[src/hw/rtl/ipd_pkg.sv]
// ----------------------------------------------------------------------------
// ipd_pkg
// shared widths, register indexes and types of the ir frame decoder
// ----------------------------------------------------------------------------
package ipd_pkg;

    // field widths
    localparam int TICK_W     = 20;
    localparam int CODE_W     = 32;
    localparam int CODE_BITS  = 32;
    localparam int CNT_W      = 7;
    localparam int CFG_ADDR_W = 3;
    localparam int S_DATA_W   = 24;

    // frame layout, in intervals
    localparam logic [CNT_W-1:0] LAST_START = CNT_W'(1);
    localparam logic [CNT_W-1:0] LAST_MARK  = CNT_W'(66);
    localparam logic [CNT_W-1:0] LAST_INTV  = CNT_W'(67);

    // register indexes
    localparam logic [CFG_ADDR_W-1:0] CFG_START_LOW  = 3'd0;
    localparam logic [CFG_ADDR_W-1:0] CFG_START_HIGH = 3'd1;
    localparam logic [CFG_ADDR_W-1:0] CFG_ZERO_LOW   = 3'd2;
    localparam logic [CFG_ADDR_W-1:0] CFG_ZERO_HIGH  = 3'd3;
    localparam logic [CFG_ADDR_W-1:0] CFG_ONE_LOW    = 3'd4;
    localparam logic [CFG_ADDR_W-1:0] CFG_ONE_HIGH   = 3'd5;

    // register reset values
    localparam logic [TICK_W-1:0] START_LOW_RST  = TICK_W'(16000);
    localparam logic [TICK_W-1:0] START_HIGH_RST = TICK_W'(20000);
    localparam logic [TICK_W-1:0] ZERO_LOW_RST   = TICK_W'(1600);
    localparam logic [TICK_W-1:0] ZERO_HIGH_RST  = TICK_W'(2900);
    localparam logic [TICK_W-1:0] ONE_LOW_RST    = TICK_W'(5800);
    localparam logic [TICK_W-1:0] ONE_HIGH_RST   = TICK_W'(7700);

    typedef struct packed {
        logic [TICK_W-1:0] start_low;
        logic [TICK_W-1:0] start_high;
        logic [TICK_W-1:0] zero_low;
        logic [TICK_W-1:0] zero_high;
        logic [TICK_W-1:0] one_low;
        logic [TICK_W-1:0] one_high;
    } cfg_t;

    // window hits of one interval
    typedef struct packed {
        logic start_ok;
        logic mark_ok;
        logic bit_zero;
        logic bit_one;
    } check_t;

endpackage

[src/hw/rtl/ipd_cfg_regs.sv]
// ----------------------------------------------------------------------------
// ipd_cfg_regs
// window threshold registers behind the plain write port
// ----------------------------------------------------------------------------
module ipd_cfg_regs
    import ipd_pkg::*;
(
    input  logic                  clk,
    input  logic                  rst_n,
    input  logic                  cfg_we,
    input  logic [CFG_ADDR_W-1:0] cfg_addr,
    input  logic [TICK_W-1:0]     cfg_wdata,
    output cfg_t                  cfg
);

    cfg_t cfg_reg;
    cfg_t cfg_next;

    // address decode, unknown indexes are dropped
    always_comb
    begin
        cfg_next = cfg_reg;
        if (cfg_we)
        begin
            unique case (cfg_addr)
                CFG_START_LOW:  cfg_next.start_low  = cfg_wdata;
                CFG_START_HIGH: cfg_next.start_high = cfg_wdata;
                CFG_ZERO_LOW:   cfg_next.zero_low   = cfg_wdata;
                CFG_ZERO_HIGH:  cfg_next.zero_high  = cfg_wdata;
                CFG_ONE_LOW:    cfg_next.one_low    = cfg_wdata;
                CFG_ONE_HIGH:   cfg_next.one_high   = cfg_wdata;
                default:        cfg_next = cfg_reg;
            endcase
        end
    end

    always_ff @(posedge clk or negedge rst_n)
    begin
        if (!rst_n)
        begin
            cfg_reg.start_low  <= START_LOW_RST;
            cfg_reg.start_high <= START_HIGH_RST;
            cfg_reg.zero_low   <= ZERO_LOW_RST;
            cfg_reg.zero_high  <= ZERO_HIGH_RST;
            cfg_reg.one_low    <= ONE_LOW_RST;
            cfg_reg.one_high   <= ONE_HIGH_RST;
        end
        else
        begin
            cfg_reg <= cfg_next;
        end
    end

    assign cfg = cfg_reg;

endmodule

[src/hw/rtl/ipd_interval_check.sv]
// ----------------------------------------------------------------------------
// ipd_interval_check
// compares one interval against the start, mark and bit windows
// ----------------------------------------------------------------------------
module ipd_interval_check
    import ipd_pkg::*;
(
    input  logic [TICK_W-1:0] ticks,
    input  cfg_t              cfg,
    output check_t            chk
);

    // inclusive windows for start and mark intervals
    assign chk.start_ok = (ticks >= cfg.start_low) && (ticks <= cfg.start_high);
    assign chk.mark_ok  = (ticks >= cfg.zero_low)  && (ticks <= cfg.zero_high);

    // exclusive windows for data bits
    assign chk.bit_zero = (ticks > cfg.zero_low) && (ticks < cfg.zero_high);
    assign chk.bit_one  = (ticks > cfg.one_low)  && (ticks < cfg.one_high);

endmodule

[src/hw/rtl/ipd_frame_track.sv]
// ----------------------------------------------------------------------------
// ipd_frame_track
// frame position, sticky error, bit shifter and result register
// ----------------------------------------------------------------------------
module ipd_frame_track
    import ipd_pkg::*;
(
    input  logic              clk,
    input  logic              rst_n,
    input  logic              advance,
    input  check_t            chk,
    input  logic              m_tready,
    output logic              m_tvalid,
    output logic [CODE_W-1:0] code,
    output logic              frame_ok
);

    logic [CNT_W-1:0]     count_reg, count_next;
    logic [CODE_BITS-1:0] shift_reg, shift_next;
    logic                 err_reg, err_next;
    logic                 out_valid_reg, out_valid_next;
    logic [CODE_W-1:0]    code_reg, code_next;
    logic                 ok_reg, ok_next;

    logic [CNT_W-1:0]     k;
    logic                 bad;
    logic                 bit_val;
    logic [CODE_BITS-1:0] shifted;
    logic                 emit;

    assign k       = CNT_W'(count_reg - CNT_W'(1));
    assign bit_val = !chk.bit_zero && chk.bit_one;
    assign shifted = CODE_BITS'({shift_reg, bit_val});
    assign emit    = advance && (count_reg != '0) && (k >= LAST_INTV);

    // which window this interval must hit
    always_comb
    begin
        bad = 1'b0;
        if (k <= LAST_START)
        begin
            bad = !chk.start_ok;
        end
        else if (k <= LAST_MARK)
        begin
            if (!k[0])
                bad = !chk.mark_ok;
            else
                bad = !chk.bit_zero && !chk.bit_one;
        end
    end

    // frame state update per accepted interval
    always_comb
    begin
        count_next = count_reg;
        shift_next = shift_reg;
        err_next   = err_reg;
        if (advance)
        begin
            if (count_reg == '0)
            begin
                count_next = CNT_W'(1);
                shift_next = '0;
                err_next   = 1'b0;
            end
            else if (emit)
            begin
                count_next = '0;
                shift_next = '0;
                err_next   = 1'b0;
            end
            else
            begin
                count_next = CNT_W'(count_reg + CNT_W'(1));
                if (!err_reg)
                begin
                    err_next = bad;
                    if (!bad && (k > LAST_START) && (k <= LAST_MARK) && k[0])
                        shift_next = shifted;
                end
            end
        end
    end

    // result register, loaded on the last interval of a frame
    always_comb
    begin
        code_next      = code_reg;
        ok_next        = ok_reg;
        out_valid_next = out_valid_reg && !m_tready;
        if (emit)
        begin
            out_valid_next = 1'b1;
            code_next      = err_reg ? '0 : CODE_W'(shift_reg);
            ok_next        = !err_reg;
        end
    end

    always_ff @(posedge clk or negedge rst_n)
    begin
        if (!rst_n)
        begin
            count_reg     <= '0;
            shift_reg     <= '0;
            err_reg       <= 1'b0;
            out_valid_reg <= 1'b0;
        end
        else
        begin
            count_reg     <= count_next;
            shift_reg     <= shift_next;
            err_reg       <= err_next;
            out_valid_reg <= out_valid_next;
        end
    end

    always_ff @(posedge clk)
    begin
        code_reg <= code_next;
        ok_reg   <= ok_next;
    end

    assign m_tvalid = out_valid_reg;
    assign code     = code_reg;
    assign frame_ok = ok_reg;

endmodule

[src/hw/rtl/ir_pulse_distance_frame_decoder.sv]
// path: an edge transfer is registered in the input register and checked from there; the
// result of the 69th interval is then loaded into the result register for m_tdata/m_tuser
// throughput: one edge per cycle while the result register is free or being taken,
// set by the single check stage between the input and result registers
// reset: rst_n clears the frame position, error flag and valid bits and reloads the
// window registers with their default values; the block is ready right after reset
// ----------------------------------------------------------------------------
// ir_pulse_distance_frame_decoder
// pulse distance ir frame decoder, one edge interval per transfer
// ----------------------------------------------------------------------------
module ir_pulse_distance_frame_decoder
    import ipd_pkg::*;
(
    input  logic                  clk,
    input  logic                  rst_n,
    input  logic                  cfg_we,
    input  logic [CFG_ADDR_W-1:0] cfg_addr,
    input  logic [TICK_W-1:0]     cfg_wdata,
    input  logic                  s_tvalid,
    output logic                  s_tready,
    input  logic [S_DATA_W-1:0]   s_tdata,   // [19:0] elapsed_ticks, [23:20] zero
    output logic                  m_tvalid,
    input  logic                  m_tready,
    output logic [CODE_W-1:0]     m_tdata,   // [31:0] code
    output logic                  m_tuser    // [0] frame_ok
);

    cfg_t              cfg;
    check_t            chk;
    logic              in_valid_reg, in_valid_next;
    logic [TICK_W-1:0] ticks_reg;
    logic              advance;

    // interval leaves the input register when the result side can take it
    assign advance  = in_valid_reg && (!m_tvalid || m_tready);
    assign s_tready = !in_valid_reg || advance;

    // input register
    always_comb
    begin
        in_valid_next = in_valid_reg;
        if (s_tready)
            in_valid_next = s_tvalid;
    end

    always_ff @(posedge clk or negedge rst_n)
    begin
        if (!rst_n)
            in_valid_reg <= 1'b0;
        else
            in_valid_reg <= in_valid_next;
    end

    always_ff @(posedge clk)
    begin
        if (s_tvalid && s_tready)
            ticks_reg <= s_tdata[TICK_W-1:0];
    end

    ipd_cfg_regs u_cfg_regs (
        .clk       (clk),
        .rst_n     (rst_n),
        .cfg_we    (cfg_we),
        .cfg_addr  (cfg_addr),
        .cfg_wdata (cfg_wdata),
        .cfg       (cfg)
    );

    ipd_interval_check u_interval_check (
        .ticks (ticks_reg),
        .cfg   (cfg),
        .chk   (chk)
    );

    ipd_frame_track u_frame_track (
        .clk      (clk),
        .rst_n    (rst_n),
        .advance  (advance),
        .chk      (chk),
        .m_tready (m_tready),
        .m_tvalid (m_tvalid),
        .code     (m_tdata),
        .frame_ok (m_tuser)
    );

endmodule

[config.mk]
export PLATFORM = sky130hd
export DESIGN_NAME = ir_pulse_distance_frame_decoder
export DESIGN_NICKNAME = d
export VERILOG_FILES = /design/src/hw/rtl/ipd_pkg.sv /design/src/hw/rtl/ipd_cfg_regs.sv /design/src/hw/rtl/ipd_interval_check.sv /design/src/hw/rtl/ipd_frame_track.sv /design/src/hw/rtl/ir_pulse_distance_frame_decoder.sv
export SDC_FILE = /design/constraint.sdc
export NUM_CORES = 1
export LEC_CHECK = 0
export ABC_CLOCK_PERIOD_IN_PS = 6500
export BUFFER_PORTS_ARGS = -buffer_cell sky130_fd_sc_hd__buf_2
export CORE_MARGIN = 5
export CORE_UTILIZATION = 55
export DETAILED_ROUTE_END_ITERATION = 8
export PLACE_DENSITY = 0.84
export SLEW_MARGIN = 10
export SYNTH_ARGS = -nofsm -noshare
export SYNTH_HDL_FRONTEND = slang
export SYNTH_SLANG_ARGS = --single-unit
[constraint.sdc]
create_clock -name clk -period 6.5 [get_ports clk]
set_clock_uncertainty 0.2 [all_clocks]
set_input_delay 0.65 -clock clk [delete_from_list [all_inputs] [get_ports clk]]
set_output_delay 0.65 -clock clk [all_outputs]
set_load 0.01 [all_outputs]
==> impl_results.rst <==
.. list-table::
   :header-rows: 1

   * - Metric
     - Value
   * - Sum of routed wire length over all layers
     - about 25000 um
   * - Rel. slew slack
     - 0.268
   * - Fill cell total of the finished layout
     - ~1500
   * - Setup repair after global routing missed its margin
     - no
   * - Maximum fanout encountered on the critical timing path
     - 32
   * - Detailed-routed wire length on met2
     - about 12000 um
   * - Post-Syn Instances
     - just over 1000
   * - Post-DP HPWL
     - 16700 um
   * - Via-to-Cell Ratio
     - roughly 5.8
   * - # DRC
     - 0
   * - Run status
     - completed
   * - Count of final setup violators
     - 0
   * - CTS Hold Buffers Added
     - 0
   * - Startpoint-to-endpoint class of the critical path
     - flop to flop
   * - Area of the core
     - ~20000 um2
   * - Max frequency
     - approximately 0.29 GHz
   * - Vert. Die Dim
     - approximately 150 um
   * - Post-synthesis cell type count
     - 70
   * - Synthesis warning total
     - 0
   * - Maximum clock insertion buffer count
     - 3
   * - Total area of multi-input combinational cells
     - 4950 um2
   * - Most frequent CP cell
     - nand4_1
   * - Routed wirelength normalized by instance count
     - about 18 um
   * - Global-route wire length before repair
     - 40700 um
   * - Data arrival, critical path
     - ~3700 ps
   * - Clock period minus worst slack
     - between 3000 and 4000 ps
   * - Count of nets left with antenna violations after detail routing
     - 0
   * - Chip Width
     - about 150 um
   * - Cells taking the most area after synthesis
     - dfrtp_1 29%, edfxtp_1 14%, ha_1 14%
   * - Post-place setup slack
     - 3160 ps
   * - Most used cells in the layout excluding fill and tap cells
     - 130 x dfrtp_1, 124 x ha_1, 121 x inv_1
   * - Critical path data required time
     - around 6700 ps
   * - Drt first pass iters
     - 5
   * - Crit path cell chain
     - ha_1 > nand4_1 > nor4_1 > nand4_1 > o221a_4 > o21ai_4 > a32o_1
   * - Final Hold Fails
     - 0
   * - Skew-Pair Late Insertion Delay
     - between 500 and 600 ps
   * - Max-Cap Viols
     - 0
   * - Total routed wire length on the met1 layer
     - about 11000 um
   * - Switching component of the power
     - around 1.4 mW
   * - Number of enable-type register cells in the synthesized netlist
     - 53
   * - Number of setup buffers added after CTS
     - 0
   * - CTS tree
     - built
   * - CP startpoint kind
     - flop
   * - Portion of the post-synthesis area used by sequential elements
     - 0.505
   * - Setup Total Neg Slack
     - 0 ps
   * - Number of placement rows
     - 52
   * - Grt total ovfl
     - 0
   * - Main flop type after synthesis
     - dfrtp_1
   * - H-tree depth
     - 1
   * - Worst path buffer plus inverter count
     - 0
   * - Clock transition at the registers of the reported paths
     - around 60 ps
   * - Mapped Avg Cell Area
     - 11.0 um2
   * - Type of destination of the critical path
     - flop
   * - Sinks on Clock Net
     - 215
   * - Comb power frac
     - 0.274
   * - Total vias in the final route
     - ~8000
   * - Top sig layer
     - met4
   * - Boundary Pins
     - 87
   * - Final-stage net count
     - about 1300
   * - Synthesis-stage register bit count
     - roughly 220
   * - Cell family with most CP delay
     - compound AO/OA/AOI/OAI gates
   * - Cell-internal power
     - between 2 and 3 mW
   * - RR Endpoint
     - u_frame_track.shift_reg[16]
   * - Number of cells upsized or downsized after cts
     - 0
   * - Cell Pwr Density
     - roughly 340 nW/um2
   * - Final number of max-transition violations
     - 0
   * - Post-synth design cell area
     - roughly 11000 um2
   * - Sequential fraction of design power
     - 0.425
   * - Part of the power in the clock network
     - 0.300
   * - Share of flip-flops with an asynchronous set or reset after synthesis
     - 0.753
   * - Net count of the mapped netlist
     - approximately 1200
   * - Die area
     - 23400 um2
   * - Layout Area Growth over Synthesis
     - 12.3%
   * - Maximum vdd drop
     - roughly 250 uV
   * - Antenna diodes
     - 0
   * - Slew at the pin closest to its max-slew limit
     - roughly 1100 ps
   * - Input/output buffers
     - 82
   * - Total area of sequential cells
     - ~5700 um2
   * - Slowest stage delay, CP
     - 660 ps
   * - Final critical-path setup slack
     - around 3000 ps
   * - Clock tree root buffer cell
     - clkbuf_16
   * - Area share of the largest cell type after synthesis
     - 0.289
   * - Initial antenna violation count
     - 0
   * - Tightest Hold Check Type
     - input port to async pin
   * - Largest net degree at the start of global routing
     - about 120
   * - Total GRT Usage
     - 0.210
   * - Number of DRC markers after the initial detailed-route iteration
     - 529
   * - Most common library cell in the layout ignoring fill and taps
     - dfrtp_1
   * - Weighted congestion at the end of routability-driven global placement
     - between 0.8 and 0.9
   * - FF-to-FF setup slack
     - roughly 3000 ps
   * - CTS Buf Count
     - 22
   * - Post-route total power
     - 4.27 mW
   * - Fraction of layout cells with a size suffix above 1
     - 0.203
   * - Library cell with the largest summed area after synthesis
     - dfrtp_1
   * - Reg2Reg Depth
     - 7
   * - Cell leakage power
     - slightly below 6 nW
   * - Launching point of the worst reg2reg path
     - ticks_reg[18]
   * - Post-route clock period utilization
     - 0.536
   * - Effective utilization at floorplan
     - 0.558
   * - Switching Fraction
     - 0.326
   * - Cell with the biggest individual delay on the critical path
     - o21ai_4
   * - Wire length on met3
     - 1080 um
   * - Number of global-route vias before repair
     - between 8000 and 9000
   * - Number of flip-flops under the largest register name
     - 120
-- routing by layer --
layer  vias to the layer above  GRT usage
met5                         -          0
met4                         0     0.0696
met3                        55     0.0317
met2                       205      0.364
met1                      3954      0.271
li1                       3794          -
-- logic make-up after synthesis --
family,count (synthesis),synth area share
AOI/OAI and AO/OA,228,0.135
xor gates and xnor gates,2,0.00156
muxes,45,0.0449
buffers and inverters,156,0.0567
adders and majority gates,124,0.138
and+or+nand+nor,253,0.118
DFF,215,0.505
-- layout make-up --
| cell class | count | area share |
|---|---|---|
| clock buffers | 27 | 0.0458 |
| clock inverters | 13 | 0.0122 |
| inverters | 121 | 0.0359 |
| multi-input cells | 652 | 0.392 |
| flip-flops and latches | 215 | 0.450 |
| well taps | 270 | 0.0267 |
| repair buffers | 90 | 0.0377 |
-- synthesized netlist by cell type, types with 5 or more instances --
library cell,count
clkbuf_1,26
ha_1,124
inv_1,121
mux2_2,44
nor3_1,14
nand2b_1,5
a21o_1,12
edfxtp_1,53
nand2_1,112
dfstp_2,32
buf_6,7
nand3_1,19
nor2_1,12
nand4_1,20
dfrtp_1,130
a32o_1,31
a21oi_1,45
o21ai_0,97
nor2b_1,38
-- power groups by stage --
stage	clock network, mW	registers [mW]	logic, mW
global placement	0	1.82	1.09
CTS	1.31	1.82	1.17
detailed placement	0	1.84	1.14
finish	1.28	1.82	1.17
floorplan	0	1.79	0.864
global route	1.37	1.84	1.32
-- per-stage QoR --
step | util | hold WS, ps | instances | instance area [um2]
after floorplan | - | 154 | 1023 | 11300
after global placement | 0.590 | 287 | 1348 | 11900
after detailed placement | 0.590 | 294 | 1348 | 11900
after CTS | 0.627 | 94.0 | 1388 | 12600
after global routing | 0.627 | 99.5 | 1388 | 12600
final | 0.627 | 87.7 | 1388 | 12600
-- worst max-delay path by stage --
stage / from / end / slack [ps] / depth (start not counted)
floorplan: u_frame_track.count_reg[0] / u_frame_track.code[0] / 1850 / 7
global placement: ticks_reg[18] / u_frame_track.shift_reg[18] / 3170 / 7
detailed placement: ticks_reg[19] / u_frame_track.shift_reg[9] / 3160 / 7
CTS: ticks_reg[19] / u_frame_track.shift_reg[14] / 3080 / 7
global route: ticks_reg[18] / u_frame_track.shift_reg[16] / 2790 / 7
finish: ticks_reg[18] / u_frame_track.shift_reg[16] / 3020 / 7
Note: power is estimated with default switching activity, not from simulation.
